<file path="src/sv/gls_pkg.sv">
package gls_pkg;

    localparam int BUTTON_COUNT = 8;
    localparam int CFG_DATA_W   = 20;
    localparam int CFG_INDEX_W  = 3;

    // link states
    localparam logic [1:0] LINK_IDLE  = 2'd0;
    localparam logic [1:0] LINK_ADV   = 2'd1;
    localparam logic [1:0] LINK_CONN  = 2'd2;
    localparam logic [1:0] LINK_OTHER = 2'd3;

    // button bit positions
    localparam int BIT_SELECT = 2;
    localparam int BIT_START  = 3;
    localparam int BIT_UP     = 4;
    localparam int BIT_DOWN   = 5;
    localparam int BIT_LEFT   = 6;
    localparam int BIT_RIGHT  = 7;

    // hat codes
    localparam logic [3:0] HAT_NONE       = 4'd0;
    localparam logic [3:0] HAT_UP         = 4'd1;
    localparam logic [3:0] HAT_UP_RIGHT   = 4'd2;
    localparam logic [3:0] HAT_RIGHT      = 4'd3;
    localparam logic [3:0] HAT_DOWN_RIGHT = 4'd4;
    localparam logic [3:0] HAT_DOWN       = 4'd5;
    localparam logic [3:0] HAT_DOWN_LEFT  = 4'd6;
    localparam logic [3:0] HAT_LEFT       = 4'd7;
    localparam logic [3:0] HAT_UP_LEFT    = 4'd8;

    localparam logic signed [7:0] AXIS_POS = 8'sd127;
    localparam logic signed [7:0] AXIS_NEG = -8'sd127;

    // configuration register indexes
    localparam logic [CFG_INDEX_W-1:0] REG_LINK_IDLE_TIMEOUT    = 3'd0;
    localparam logic [CFG_INDEX_W-1:0] REG_INACTIVITY_TIMEOUT   = 3'd1;
    localparam logic [CFG_INDEX_W-1:0] REG_ADVERTISE_TIMEOUT    = 3'd2;
    localparam logic [CFG_INDEX_W-1:0] REG_POWER_HOLD_TICKS     = 3'd3;
    localparam logic [CFG_INDEX_W-1:0] REG_RECONNECT_HOLD_TICKS = 3'd4;
    localparam logic [CFG_INDEX_W-1:0] REG_LOW_BATTERY_LEVEL    = 3'd5;
    localparam logic [CFG_INDEX_W-1:0] REG_BLINK_HALF_PERIOD    = 3'd6;
    localparam logic [CFG_INDEX_W-1:0] REG_BATTERY_CHECK_PERIOD = 3'd7;

    typedef struct packed {
        logic [19:0] link_idle_timeout;
        logic [19:0] inactivity_timeout;
        logic [19:0] advertise_timeout;
        logic [19:0] power_hold_ticks;
        logic [19:0] reconnect_hold_ticks;
        logic [6:0]  low_battery_level;
        logic [9:0]  blink_half_period;
        logic [15:0] battery_check_period;
    } t_cfg;

    typedef struct packed {
        logic [BUTTON_COUNT-1:0] buttons;
        logic [1:0]              link_state;
        logic [6:0]              battery_level;
        logic                    charging;
        logic                    charge_done;
    } t_in_item;

    typedef struct packed {
        logic              report_valid;
        logic [3:0]        hat;
        logic signed [7:0] axis_x;
        logic signed [7:0] axis_y;
        logic              sleep_request;
        logic              disconnect_request;
        logic              stop_adv_request;
        logic              start_adv_request;
        logic              battery_notify;
        logic              red_led_on;
        logic              green_led_on;
        logic              blue_led_on;
    } t_out_item;

endpackage

</file>
<file path="src/sv/gls_cfg_regs.sv">
module gls_cfg_regs
    import gls_pkg::*;
(
    input  logic                   i_clk,
    input  logic                   i_rst_n,
    input  logic                   i_cfg_valid,
    input  logic [CFG_INDEX_W-1:0] i_cfg_index,
    input  logic [CFG_DATA_W-1:0]  i_cfg_data,
    output t_cfg                   o_cfg
);

    t_cfg r_cfg;

    always_ff @(posedge i_clk) begin
        if (!i_rst_n) begin
            r_cfg.link_idle_timeout    <= 20'd60000;
            r_cfg.inactivity_timeout   <= 20'd300000;
            r_cfg.advertise_timeout    <= 20'd30000;
            r_cfg.power_hold_ticks     <= 20'd5000;
            r_cfg.reconnect_hold_ticks <= 20'd5000;
            r_cfg.low_battery_level    <= 7'd20;
            r_cfg.blink_half_period    <= 10'd500;
            r_cfg.battery_check_period <= 16'd5000;
        end else if (i_cfg_valid) begin
            case (i_cfg_index)
                REG_LINK_IDLE_TIMEOUT:    r_cfg.link_idle_timeout    <= i_cfg_data;
                REG_INACTIVITY_TIMEOUT:   r_cfg.inactivity_timeout   <= i_cfg_data;
                REG_ADVERTISE_TIMEOUT:    r_cfg.advertise_timeout    <= i_cfg_data;
                REG_POWER_HOLD_TICKS:     r_cfg.power_hold_ticks     <= i_cfg_data;
                REG_RECONNECT_HOLD_TICKS: r_cfg.reconnect_hold_ticks <= i_cfg_data;
                REG_LOW_BATTERY_LEVEL:    r_cfg.low_battery_level    <= i_cfg_data[6:0];
                REG_BLINK_HALF_PERIOD:    r_cfg.blink_half_period    <= i_cfg_data[9:0];
                REG_BATTERY_CHECK_PERIOD: r_cfg.battery_check_period <= i_cfg_data[15:0];
                default: ;
            endcase
        end
    end

    assign o_cfg = r_cfg;

endmodule

</file>
<file path="src/sv/gls_step.sv">
module gls_step
    import gls_pkg::*;
#(
    parameter int TIMER_WIDTH = 20
) (
    input  logic      i_clk,
    input  logic      i_rst_n,
    input  logic      i_advance,
    input  t_in_item  i_item,
    input  t_cfg      i_cfg,
    output t_out_item o_result
);

    localparam int TW = TIMER_WIDTH;
    localparam int CW = (TIMER_WIDTH > 20) ? TIMER_WIDTH : 20;
    localparam logic [TW-1:0] TMAX = '1;

    logic [BUTTON_COUNT-1:0] r_prev_buttons, n_prev_buttons;
    logic [1:0]              r_prev_link, n_prev_link;
    logic [TW-1:0]           r_idle, n_idle;
    logic [TW-1:0]           r_activity, n_activity;
    logic [TW-1:0]           r_advertise, n_advertise;
    logic [15:0]             r_battery_el, n_battery_el;
    logic [6:0]              r_prev_battery, n_prev_battery;
    logic                    r_start_holding, n_start_holding;
    logic [TW-1:0]           r_start_ticks, n_start_ticks;
    logic                    r_select_holding, n_select_holding;
    logic [TW-1:0]           r_select_ticks, n_select_ticks;
    logic [10:0]             r_phase, n_phase;

    logic [9:0]  half;
    logic [11:0] phase_inc;
    logic        blink_on;
    logic        conn, adv, idle, changed;
    logic        u, d, l, r;
    logic        batt_past;
    logic        idle_past, act_past, adv_past, start_reached, select_reached;
    t_out_item   res;

    always_comb begin
        half      = (i_cfg.blink_half_period == 10'd0) ? 10'd1 : i_cfg.blink_half_period;
        phase_inc = {1'b0, r_phase} + 12'd1;
        n_phase   = (phase_inc >= {1'b0, half, 1'b0}) ? 11'd0 : phase_inc[10:0];
        blink_on  = n_phase >= {1'b0, half};

        n_idle       = (r_idle == TMAX) ? r_idle : r_idle + 1'b1;
        n_activity   = (r_activity == TMAX) ? r_activity : r_activity + 1'b1;
        n_advertise  = (r_advertise == TMAX) ? r_advertise : r_advertise + 1'b1;
        n_battery_el = (r_battery_el == 16'hFFFF) ? r_battery_el : r_battery_el + 16'd1;
        n_start_ticks = r_start_ticks;
        if (r_start_holding && r_start_ticks != TMAX) n_start_ticks = r_start_ticks + 1'b1;
        n_select_ticks = r_select_ticks;
        if (r_select_holding && r_select_ticks != TMAX) n_select_ticks = r_select_ticks + 1'b1;

        res            = '0;
        n_prev_link    = i_item.link_state;
        n_prev_buttons = i_item.buttons;
        n_prev_battery = r_prev_battery;

        conn = i_item.link_state == LINK_CONN;
        adv  = i_item.link_state == LINK_ADV;
        idle = i_item.link_state == LINK_IDLE;

        // link transitions
        if (i_item.link_state != r_prev_link) begin
            if (idle)      n_idle = '0;
            else if (adv)  n_advertise = '0;
            else if (conn) res.battery_notify = 1'b1;
        end

        // button change: restart inactivity, then report or wake advertising
        u = i_item.buttons[BIT_UP];
        d = i_item.buttons[BIT_DOWN];
        l = i_item.buttons[BIT_LEFT];
        r = i_item.buttons[BIT_RIGHT];
        changed = i_item.buttons != r_prev_buttons;
        if (changed) begin
            n_activity = '0;
            if (conn) begin
                res.report_valid = 1'b1;
                if (u && r)      res.hat = HAT_UP_RIGHT;
                else if (r && d) res.hat = HAT_DOWN_RIGHT;
                else if (d && l) res.hat = HAT_DOWN_LEFT;
                else if (l && u) res.hat = HAT_UP_LEFT;
                else if (u)      res.hat = HAT_UP;
                else if (r)      res.hat = HAT_RIGHT;
                else if (d)      res.hat = HAT_DOWN;
                else if (l)      res.hat = HAT_LEFT;
                else             res.hat = HAT_NONE;
                res.axis_x = r ? AXIS_POS : (l ? AXIS_NEG : 8'sd0);
                res.axis_y = d ? AXIS_POS : (u ? AXIS_NEG : 8'sd0);
            end else if (idle && !r_select_holding) begin
                res.start_adv_request = 1'b1;
            end
        end

        // periodic battery check
        batt_past = (n_battery_el > i_cfg.battery_check_period) || (n_battery_el == 16'hFFFF);
        if (batt_past) begin
            if (i_item.battery_level != r_prev_battery) begin
                n_prev_battery = i_item.battery_level;
                if (conn) res.battery_notify = 1'b1;
            end
            n_battery_el = '0;
        end

        res.red_led_on   = (n_prev_battery < i_cfg.low_battery_level) && blink_on;
        res.green_led_on = i_item.charge_done || (i_item.charging && blink_on);

        idle_past = (CW'(n_idle) > CW'(i_cfg.link_idle_timeout)) || (n_idle == TMAX);
        act_past  = (CW'(n_activity) > CW'(i_cfg.inactivity_timeout)) || (n_activity == TMAX);
        adv_past  = (CW'(n_advertise) > CW'(i_cfg.advertise_timeout)) || (n_advertise == TMAX);
        if (idle && idle_past) res.sleep_request = 1'b1;
        if (act_past)          res.sleep_request = 1'b1;

        res.blue_led_on = conn;
        if (adv) begin
            if (adv_past) res.stop_adv_request = 1'b1;
            else          res.blue_led_on = blink_on;
        end

        // long-press holds
        start_reached = (CW'(n_start_ticks) >= CW'(i_cfg.power_hold_ticks))
                        || (n_start_ticks == TMAX);
        n_start_holding = r_start_holding;
        if (i_item.buttons[BIT_START]) begin
            if (!r_start_holding) begin
                n_start_holding = 1'b1;
                n_start_ticks   = '0;
            end else if (start_reached) begin
                res.sleep_request = 1'b1;
            end
        end else begin
            n_start_holding = 1'b0;
            n_start_ticks   = '0;
        end

        select_reached = (CW'(n_select_ticks) >= CW'(i_cfg.reconnect_hold_ticks))
                         || (n_select_ticks == TMAX);
        n_select_holding = r_select_holding;
        if (i_item.buttons[BIT_SELECT]) begin
            if (!r_select_holding) begin
                n_select_holding = 1'b1;
                n_select_ticks   = '0;
            end else if (select_reached) begin
                n_select_holding = 1'b0;
                n_select_ticks   = '0;
                if (conn) res.disconnect_request = 1'b1;
                else      res.stop_adv_request   = 1'b1;
            end
        end else begin
            n_select_holding = 1'b0;
            n_select_ticks   = '0;
        end
    end

    always_ff @(posedge i_clk) begin
        if (!i_rst_n) begin
            r_prev_buttons   <= '0;
            r_prev_link      <= LINK_IDLE;
            r_idle           <= '0;
            r_activity       <= '0;
            r_advertise      <= '0;
            r_battery_el     <= '0;
            r_prev_battery   <= '0;
            r_start_holding  <= 1'b0;
            r_start_ticks    <= '0;
            r_select_holding <= 1'b0;
            r_select_ticks   <= '0;
            r_phase          <= '0;
        end else if (i_advance) begin
            r_prev_buttons   <= n_prev_buttons;
            r_prev_link      <= n_prev_link;
            r_idle           <= n_idle;
            r_activity       <= n_activity;
            r_advertise      <= n_advertise;
            r_battery_el     <= n_battery_el;
            r_prev_battery   <= n_prev_battery;
            r_start_holding  <= n_start_holding;
            r_start_ticks    <= n_start_ticks;
            r_select_holding <= n_select_holding;
            r_select_ticks   <= n_select_ticks;
            r_phase          <= n_phase;
        end
    end

    assign o_result = res;

    // after an advance the phase stays below twice the largest half period (2046)
    a_phase_range: assert property (@(posedge i_clk) disable iff (!i_rst_n)
        $past(i_advance) |-> (r_phase < 11'd2046))
        else $error("blink phase out of range");

    a_hold_clear: assert property (@(posedge i_clk) disable iff (!i_rst_n)
        !r_select_holding |-> (r_select_ticks == '0))
        else $error("select tick count without hold");

    a_start_clear: assert property (@(posedge i_clk) disable iff (!i_rst_n)
        !r_start_holding |-> (r_start_ticks == '0))
        else $error("start tick count without hold");

endmodule

</file>
<file path="src/sv/gamepad_link_power_supervisor_core.sv">
// Channel   Direction  Handshake                  Payload
// -------   ---------  -------------------------  ---------------------------
// in        input      i_in_valid / o_in_ready    i_in_item  (t_in_item)
// out       output     o_out_valid / i_out_ready  o_out_item (t_out_item)
// cfg       input      i_cfg_valid / o_cfg_ready  i_cfg_index, i_cfg_data
//
// Each item passes an input register, then one step of combinational logic
// into the result register, one item per cycle while the output is not stalled.
// The rate is set by the single update of the state registers per item.
// Reset is synchronous and active low; it clears state and loads the
// register defaults. A stalled output holds the result register, and the
// input register then holds its item until the result register frees up.
module gamepad_link_power_supervisor_core
    import gls_pkg::*;
#(
    parameter int TIMER_WIDTH = 20
) (
    input  logic                   i_clk,
    input  logic                   i_rst_n,
    input  logic                   i_in_valid,
    output logic                   o_in_ready,
    input  t_in_item               i_in_item,
    output logic                   o_out_valid,
    input  logic                   i_out_ready,
    output t_out_item              o_out_item,
    input  logic                   i_cfg_valid,
    output logic                   o_cfg_ready,
    input  logic [CFG_INDEX_W-1:0] i_cfg_index,
    input  logic [CFG_DATA_W-1:0]  i_cfg_data
);

    t_cfg      cfg;
    t_out_item result;

    logic      r_in_valid;
    t_in_item  r_in_item;
    logic      r_out_valid;
    t_out_item r_out_item;
    logic      advance;

    // the input stage moves on when the result register is empty or drains
    assign advance     = r_in_valid && (!r_out_valid || i_out_ready);
    assign o_in_ready  = !r_in_valid || advance;
    assign o_cfg_ready = 1'b1;

    gls_cfg_regs u_cfg (
        .i_clk       (i_clk),
        .i_rst_n     (i_rst_n),
        .i_cfg_valid (i_cfg_valid),
        .i_cfg_index (i_cfg_index),
        .i_cfg_data  (i_cfg_data),
        .o_cfg       (cfg)
    );

    gls_step #(
        .TIMER_WIDTH (TIMER_WIDTH)
    ) u_step (
        .i_clk     (i_clk),
        .i_rst_n   (i_rst_n),
        .i_advance (advance),
        .i_item    (r_in_item),
        .i_cfg     (cfg),
        .o_result  (result)
    );

    // input register
    always_ff @(posedge i_clk) begin
        if (!i_rst_n) begin
            r_in_valid <= 1'b0;
        end else if (o_in_ready) begin
            r_in_valid <= i_in_valid;
        end
    end

    always_ff @(posedge i_clk) begin
        if (o_in_ready && i_in_valid) begin
            r_in_item <= i_in_item;
        end
    end

    // result register
    always_ff @(posedge i_clk) begin
        if (!i_rst_n) begin
            r_out_valid <= 1'b0;
        end else if (advance) begin
            r_out_valid <= 1'b1;
        end else if (i_out_ready) begin
            r_out_valid <= 1'b0;
        end
    end

    always_ff @(posedge i_clk) begin
        if (advance) begin
            r_out_item <= result;
        end
    end

    assign o_out_valid = r_out_valid;
    assign o_out_item  = r_out_item;

    a_report_fields: assert property (@(posedge i_clk) disable iff (!i_rst_n)
        (r_out_valid && !r_out_item.report_valid) |->
        (r_out_item.hat == HAT_NONE && r_out_item.axis_x == 8'sd0
         && r_out_item.axis_y == 8'sd0))
        else $error("report fields set without report");

    a_disc_stop: assert property (@(posedge i_clk) disable iff (!i_rst_n)
        r_out_valid |-> !(r_out_item.disconnect_request && r_out_item.stop_adv_request))
        else $error("disconnect and stop advertising together");

    a_report_adv: assert property (@(posedge i_clk) disable iff (!i_rst_n)
        r_out_valid |-> !(r_out_item.report_valid && r_out_item.start_adv_request))
        else $error("report and start advertising together");

    a_in_hold: assert property (@(posedge i_clk) disable iff (!i_rst_n)
        (r_in_valid && !advance) |=> (r_in_valid && $stable(r_in_item)))
        else $error("input register lost a stalled item");

endmodule

</file>
<file path="config.mk">
export PLATFORM = sky130hd
export DESIGN_NAME = gamepad_link_power_supervisor_core
export DESIGN_NICKNAME = d
export VERILOG_FILES = /design/src/sv/gls_pkg.sv /design/src/sv/gls_cfg_regs.sv /design/src/sv/gls_step.sv /design/src/sv/gamepad_link_power_supervisor_core.sv
export SDC_FILE = /design/constraint.sdc
export NUM_CORES = 1
export LEC_CHECK = 0
export ABC_AREA = 1
export ABC_CLOCK_PERIOD_IN_PS = 4650
export BUFFER_PORTS_ARGS = -buffer_cell sky130_fd_sc_hd__buf_2
export CAP_MARGIN = 30
export CORE_ASPECT_RATIO = 0.7
export CORE_UTILIZATION = 35
export CTS_CLUSTER_SIZE = 14
export DETAILED_ROUTE_END_ITERATION = 7
export PLACE_DENSITY = 0.6
export SLEW_MARGIN = 20
export SYNTH_ARGS = -nofsm -noshare
export SYNTH_HDL_FRONTEND = slang
export SYNTH_SLANG_ARGS = --single-unit
</file>
<file path="constraint.sdc">
create_clock -name i_clk -period 4.65 [get_ports i_clk]
set_input_delay 0.465 -clock i_clk [delete_from_list [all_inputs] [get_ports i_clk]]
set_output_delay 0.465 -clock i_clk [all_outputs]
set_load 0.005 [all_outputs]
</file>
==> impl_metrics.yaml, run 1 <==
floorplanning:
  ios: 79
  dieArea_um2: 58400
  core_um2: 56700
  die_h_um: 202
  die_w_um: 288
  num_rows: 73
  start_util_pct: 35.4
critical_path:
  crit_fanout: 8
  cp-start-kind: "flip-flop"
  cp_slowest_cell: "dfxtp_1"
  worst-setup-path-type: "reg2reg"
  rr_worst_depth: 28
  worst_setup_path_end_kind: "flip-flop"
  worst_path_most_repeated_cell: "nand2_1"
  required_ns: 4.93
  rrSetupSlack_ns: 0.50
  critPathMaxStageDelay_ns: 0.39
  rr_startpoint: "u_step.r_phase[0]"
  r2r_end: "o_out_item[1]"
  worstPathArrival_ns: 4.43
logic_synthesis:
  syn_nets: 3165
  synth_area_per_cell_um2: 6.77
  yosysSeqAreaShare_pct: 33.6
  synth_edf_count: 38
  async_reset_ff_share_pct: 0
  ys_types: 54
  syn_inst: 2969
  synth_ff_type: "dfxtp_1"
  ys_ff_latch: 318
  yosys_warnings: 0
  syn_area_um2: 20100
power:
  power_density_nw_per_um2: 296
  vdd_drop_max_mv: 0.310
  p_leak_uw: 0.00987
global_routing:
  grt-ovfl-total: 0
  grt_pass1_vias: 16900
  grt_use_total_pct: 19.8
  antenna_found_initial: 2
  grt_pass1_wl_um: 92500
  grt_max_degree: 76
sta:
  skew_ns: 0.0230
  max_freq_mhz: 241
  setup_viol: 0
  setup_tns_ns: 0
  tightest_slew_ns: 0.940
  slew_headroom_pct: 37.3
  hold_violations: 0
  slew_violations: 0
  fin_crit_ns: 4.15
  finalCritPeriodShare_pct: 89.2
status:
  status: "finished, violations left"
  violations: "DRC"
placed_design:
  dp_hpwl_um: 42300
  gp_congestion: 0.944
  port_buffers: 77
  dpl.cell_count: 3696
layout:
  seqCellArea_um2: 6750
  fill_cells: 5924
  multiInputGateArea_um2: 11100
  num-nets-final: 3182
  area_growth_pct: 10.4
  drive_above_1_share_pct: 7.01
  fin_cells: 3763
clocking:
  clk_pin_slew_worst_paths_ns: 0.06
  clk_path_buf_depth: 3
  cts_buffers: 35
  cts.sinks: 318
  worst_skew_pair.late_latency_ns: 0.53
  cts_tree: "built"
  cts_hold_buffers: 0
  clockRootBuffer: "clkbuf_16"
  h-tree-depth: 2
drt:
  drt-wirelength-per-cell_um: 15.3
  drcViolationCount: 6
  dr.pass1.iters: 8
  top_layer: "met4"
  antenna_left: 0
  met2WireLength_um: 21200
  wl_met3_um: 4900
  drt_iter0_drc: 1786
  drt-met1-wl_um: 30700
  vias: 18700
  via_per_inst: 4.96
  wirelength_um: 57700
hold_path:
  hp-start: "i_in_item[2]"
  hold_depth: 1
  hold_end: "r_in_item[2]"
  min_path_type: "in2reg"
run:
  drv_cap: 0
kinds of logic (layout without fill, tap and decap cells):
family          count (synthesis)  in the layout  synth area share (%)
fa+ha+maj                     149            149                  9.28
flops                         318            318                  33.6
simple gates                 1240           1240                  26.4
compound gates                633            633                  17.0
other cells                     1              3                0.0187
buf+inv                       571            613                  11.3
xor+xnor                       57             57                  2.49
power breakdown:
part           switching, uW  leakage, uW  internal, uW
sequential              84.4      0.00265          2900
clock                   1180     0.000534          1570
combinational            573      0.00669           272
cells in the mapped netlist, drive strengths merged, types with 20 or more instances:
library cell	n	area share, %
xor2	37	1.6
buf	36	1.3
inv	451	8.4
clkbuf	82	1.5
edfxtp	38	5.7
nand2	676	13
a21oi	300	7.6
ha	149	9.3
nand4	71	2.2
nand3	148	3.8
dfxtp	280	28
nor2	280	5.5
nor3	38	1.1
o21ai	253	6.4
xnor2	20	0.87
o211ai	49	1.8
worst max-delay path, delay by kind of cell, from the launching register on:
family | cells | cell delay, ns
buffers and inverters | 3 | 0.31
AND/OR/NAND/NOR | 18 | 1.81
flip-flops | 1 | 0.39
XOR/XNOR | 1 | 0.22
AO/OA/AOI/OAI | 3 | 0.47
adder cells (fa/ha/maj) | 3 | 0.71
through the flow:
stage          setup WS, ns  area (um^2)  power, uW  util (%)  hold WS [ns]
6_report              0.501        22200       6570      39.1         0.103
5_1_grt             -0.0209        22200       6890      39.1        0.0864
4_1_cts               0.495        22100       6630      39.0        0.0792
3_5_place_dp          0.531        21000       3870      37.1         0.452
3_3_place_gp          0.561        21000       3860      37.0         0.453
2_1_floorplan          1.10        20100       3590         -         0.429
cell usage in the layout, fill, tap and decap left out, types with 7 or more instances in the layout:
| cell type | netlist | layout |
|---|---|---|
| a211oi_1 | 9 | 9 |
| a21oi_1 | 295 | 295 |
| buf_2 | 10 | 76 |
| buf_4 | 15 | 17 |
| clkbuf_1 | 82 | 11 |
| clkbuf_16 | 0 | 35 |
| clkbuf_8 | 0 | 7 |
| dfxtp_1 | 280 | 280 |
| edfxtp_1 | 38 | 38 |
| ha_1 | 149 | 149 |
| inv_1 | 445 | 444 |
| nand2_1 | 665 | 664 |
| nand2_2 | 8 | 8 |
| nand3_1 | 145 | 144 |
| nand3b_1 | 9 | 9 |
| nand4_1 | 70 | 70 |
| nor2_1 | 265 | 264 |
| nor2_2 | 13 | 14 |
| nor3_1 | 33 | 33 |
| o211ai_1 | 49 | 49 |
| o21ai_0 | 240 | 240 |
| o21ai_1 | 7 | 7 |
| xnor2_1 | 20 | 20 |
| xor2_1 | 37 | 37 |
sequential cells by signal, summed over array words and instances, names as in the netlist:
name,cells
u_step.r_phase,11
u_step.r_start_ticks,20
u_step.r_prev_buttons,8
u_step.r_prev_link,2
u_step.r_advertise,20
o_out_item,19
r_in_valid,1
u_step.r_select_holding,1
u_step.r_prev_battery,7
u_step.r_battery_el,16
o_out_valid,1
u_step.r_activity,20
r_in_item,19
u_step.r_select_ticks,20
u_cfg.o_cfg,133
u_step.r_idle,20
how the worst max path moves through the flow:
stage | from | slack [ns] | depth (start not counted) | endpoint
final | u_step.r_phase[0] | 0.50 | 28 | o_out_item[1]
after global routing | u_step.r_phase[0] | -0.02 | 29 | o_out_item[0]
after CTS | u_step.r_phase[0] | 0.49 | 28 | o_out_item[1]
after detailed placement | u_step.r_phase[0] | 0.53 | 29 | o_out_item[2]
after global placement | u_step.r_phase[0] | 0.56 | 28 | o_out_item[1]
after floorplan | u_step.r_phase[0] | 1.10 | 24 | o_out_item[2]
per-layer routing:
metal | vias to the layer above | global-route usage, %
met1 | 8315 | 31.6
met5 | - | 0
met4 | 0 | 3.74
met3 | 58 | 4.40
li1 | 9739 | -
met2 | 549 | 26.3
timing repair:
item                       CTS  global route
hold endpoints to repair     0             0
setup buffers                0             1
gates resized for setup      0             1
setup endpoints to repair    0             3
cell type report:
type,count,area share [%]
Inverter,453,7.69
Clock buffer,53,4.57
Sequential cell,318,30.4
Multi-Input combinational cell,2080,50.0
Timing Repair Buffer,98,2.64
Tap cell,750,4.23
Clock inverter,9,0.373
Antenna cell,2,0.0226
Power figures use the tool's default switching activity.
==> inputs of run 2 (changes only) <==
--- a/config.mk
+++ b/config.mk
@@ -6,7 +6,7 @@
 export NUM_CORES = 1
 export LEC_CHECK = 0
 export ABC_AREA = 1
-export ABC_CLOCK_PERIOD_IN_PS = 4650
+export ABC_CLOCK_PERIOD_IN_PS = 5200
 export BUFFER_PORTS_ARGS = -buffer_cell sky130_fd_sc_hd__buf_2
 export CAP_MARGIN = 30
 export CORE_ASPECT_RATIO = 0.7
@@ -17,4 +17,5 @@
 export SLEW_MARGIN = 20
 export SYNTH_ARGS = -nofsm -noshare
 export SYNTH_HDL_FRONTEND = slang
+export SYNTH_HIERARCHICAL = 1
 export SYNTH_SLANG_ARGS = --single-unit
==> constraint.sdc (replaced) <==
create_clock -name i_clk -period 5.2 [get_ports i_clk]
set_input_delay 0.52 -clock i_clk [delete_from_list [all_inputs] [get_ports i_clk]]
set_output_delay 0.52 -clock i_clk [all_outputs]
set_load 0.005 [all_outputs]
==> run 2 against run 1 <==
Compared with the run above: the run now ends clean; total power fell by 7.8%; setup slack improved by 0.34 ns; highest routed layer is now met5; sequential power fell by 7.4%; critical endpoint unchanged; die area rose by 5.7%; first-iteration DRC count rose by 0.78%; global-route usage rose by 0.24 points; clock skew fell by 0.010 ns.
==> impl_metrics.yaml, run 2 <==
clocking:
  cts_tree: "built"
  cts.sinks: 328
  worst_skew_pair.late_latency_ns: 0.53
  cts_hold_buffers: 0
  post_cts_buffers: 0
  clk_pin_slew_worst_paths_ns: 0.07
  cts_buffers: 35
  clk_path_buf_depth: 3
  h-tree-depth: 2
  clockRootBuffer: "clkbuf_16"
  cts_resized: 0
layout:
  most-common-layout-cells: "802 x nand2_1, 434 x inv_1, 417 x nor2_1, 280 x dfxtp_1, 249 x nand3_1"
  drive_above_1_share_pct: 7.68
  insertedDiodeCount: 0
  num-nets-final: 3401
  largest_register_ffs: 133
  multiInputGateArea_um2: 11900
  seqCellArea_um2: 7050
  layout.cells.most_common: "nand2_1"
  area_growth_pct: 9.76
  fill_cells: 6470
floorplanning:
  die_w_um: 296
  core_um2: 60000
  dieArea_um2: 61700
  num_rows: 75
  ios: 79
  die_h_um: 208
  start_util_pct: 35.4
logic_synthesis:
  syn_area_um2: 21200
  async_reset_ff_share_pct: 0
  ys_ff_latch: 328
  synth.most_common_cell: "nand2_1"
  yosys_warnings: 6
  syn_inst: 3192
  synth_area_per_cell_um2: 6.65
  synth_ff_type: "dfxtp_1"
  ys_types: 54
  syn_nets: 3388
  ys_top_cells_by_area: "dfxtp_1 26%, nand2_1 14%, ha_1 8.8%, inv_1 7.7%, nor2_1 7.4%"
  yosysSeqAreaShare_pct: 33.2
  synth_top_cell_by_area: "dfxtp_1"
  synth_common_cells: "802 x nand2_1, 435 x inv_1, 419 x nor2_1, 280 x dfxtp_1, 249 x nand3_1"
  synth_edf_count: 48
  synth_top_cell_area_share_pct: 26.4
sta:
  rsz0062_at_grt: "false"
  setup_viol: 0
  tightest_slew_ns: 0.962
  finalCritPeriodShare_pct: 83.7
  max_freq_mhz: 230
  setup_tns_ns: 0
  slew_headroom_pct: 35.9
  hold_violations: 0
  worst_slack_ns: 0.845
  skew_ns: 0.0128
  slew_violations: 0
  fin_crit_ns: 4.35
power:
  p_comb_share_pct: 13.0
  power_frac_seq_pct: 45.6
  p_leak_uw: 0.0107
  p_int_uw: 4330
  power_density_nw_per_um2: 260
  switching_share_pct: 28.4
  pwr-share-clk_pct: 41.4
  vdd_drop_max_mv: 0.226
  p_sw_uw: 1720
placed_design:
  gp_congestion: 0.902
  dp_hpwl_um: 46100
  post-place-ws_ns: 0.889
  port_buffers: 77
drt:
  via_per_inst: 4.94
  wl_met3_um: 4310
  wirelength_um: 62300
  dr.pass1.iters: 8
  vias: 19900
  antenna_left: 0
  drt-wirelength-per-cell_um: 15.4
  drt_iter0_drc: 1800
  drcViolationCount: 0
  top_layer: "met5"
  drt-met1-wl_um: 33000
  met2WireLength_um: 24100
critical_path:
  worst-setup-path-type: "reg2reg"
  worstPathArrival_ns: 4.65
  worst_setup_path_end_kind: "flip-flop"
  required_ns: 5.50
  crit_fanout: 10
  cp-start-kind: "flip-flop"
  rrSetupSlack_ns: 0.85
status:
  status: "completed"
global_routing:
  grt_pass1_wl_um: 99000
  grt_max_degree: 91
  grt-ovfl-total: 0
  antenna_found_initial: 3
  grt_use_total_pct: 20.0
  grt_pass1_vias: 17800
run:
  drv_cap: 0
hold_path:
  min_path_type: "in2reg"
## run 2: cell count changes after synthesis, moves of 19 or more
cell / previous run / this run
buf_2: 10 / 29
clkbuf_1: 82 / 53
nor2_1: 265 / 419
a21oi_1: 295 / 211
nand2_1: 665 / 802
o21ai_0: 240 / 144
o211ai_1: 49 / 9
nand3_1: 145 / 249
## run 2: through the flow
step,util (%),std cells,area [um^2],total power [uW],hold WS [ns]
2_1_floorplan,-,3192,21200,3340,0.429
3_3_place_gp,37.0,3974,22200,3590,0.443
3_5_place_dp,37.0,3976,22200,3590,0.443
4_1_cts,38.9,4037,23300,6110,0.140
5_1_grt,38.9,4037,23300,6350,0.139
6_report,38.9,4037,23300,6060,0.160
## run 2: layer usage
layer	vias up	GRT usage, %
met5	-	0
met3	69	3.64
met4	2	3.47
li1	10300	-
met2	540	27.2
met1	9075	32.2
## run 2: critical path, cell delays in order, from the launching register on
cell      delay [ns]
dfxtp_1         0.38
ha_1            0.19
nand2_1         0.05
inv_1           0.08
nand2_1         0.08
nor2_1          0.18
nand3_1         0.14
nor3_1          0.20
xor2_1          0.23
ha_1            0.26
nand2_1         0.09
o211ai_1        0.08
a21oi_1         0.15
and3_1          0.39
nand2_1         0.12
inv_1           0.08
ha_1            0.24
a21oi_1         0.12
o21ai_0         0.10
nand2_1         0.06
o211ai_1        0.07
nand2_1         0.06
nand2_1         0.05
o21ai_0         0.14
inv_1           0.05
o21ai_0         0.16
nand3b_1        0.16
a21o_1          0.18
## run 2: path summary, 6_finish.rpt
| kind | from | to | cells past startpoint |
|---|---|---|---|
| max | u_step/r_phase[0] | o_out_item[1] | 27 |
| min | i_in_item[0] | r_in_item[0] | 1 |
| min reg2reg | u_cfg/o_cfg[65] | u_cfg/o_cfg[65] | 2 |
| max reg2reg | u_step/r_phase[0] | o_out_item[1] | 27 |
## run 2: layout make-up
cell class                      count  share of cell area [%]
Multi-Input combinational cell   2296                    51.0
Sequential cell                   328                    30.2
Clock inverter                     13                   0.435
Clock buffer                       48                    4.32
Inverter                          444                    7.15
Timing Repair Buffer              100                    2.51
Tap cell                          808                    4.34
## run 2: logic make-up after synthesis
logic type / Yosys count / share of synthesized area (%)
and+or+nand+nor: 1653 / 33.4
buffers and inverters: 568 / 11.0
AOI/OAI and AO/OA: 426 / 10.9
DFF: 328 / 33.2
adders and majority gates: 149 / 8.78
xor gates and xnor gates: 67 / 2.76
other: 1 / 0.0177
## run 2: power groups by stage
stage | logic [uW] | registers (uW) | clock network [uW]
after floorplan | 550 | 2790 | 0
after global placement | 769 | 2820 | 0
after detailed placement | 774 | 2820 | 0
after CTS | 779 | 2760 | 2570
after global routing | 889 | 2770 | 2680
final | 786 | 2760 | 2510
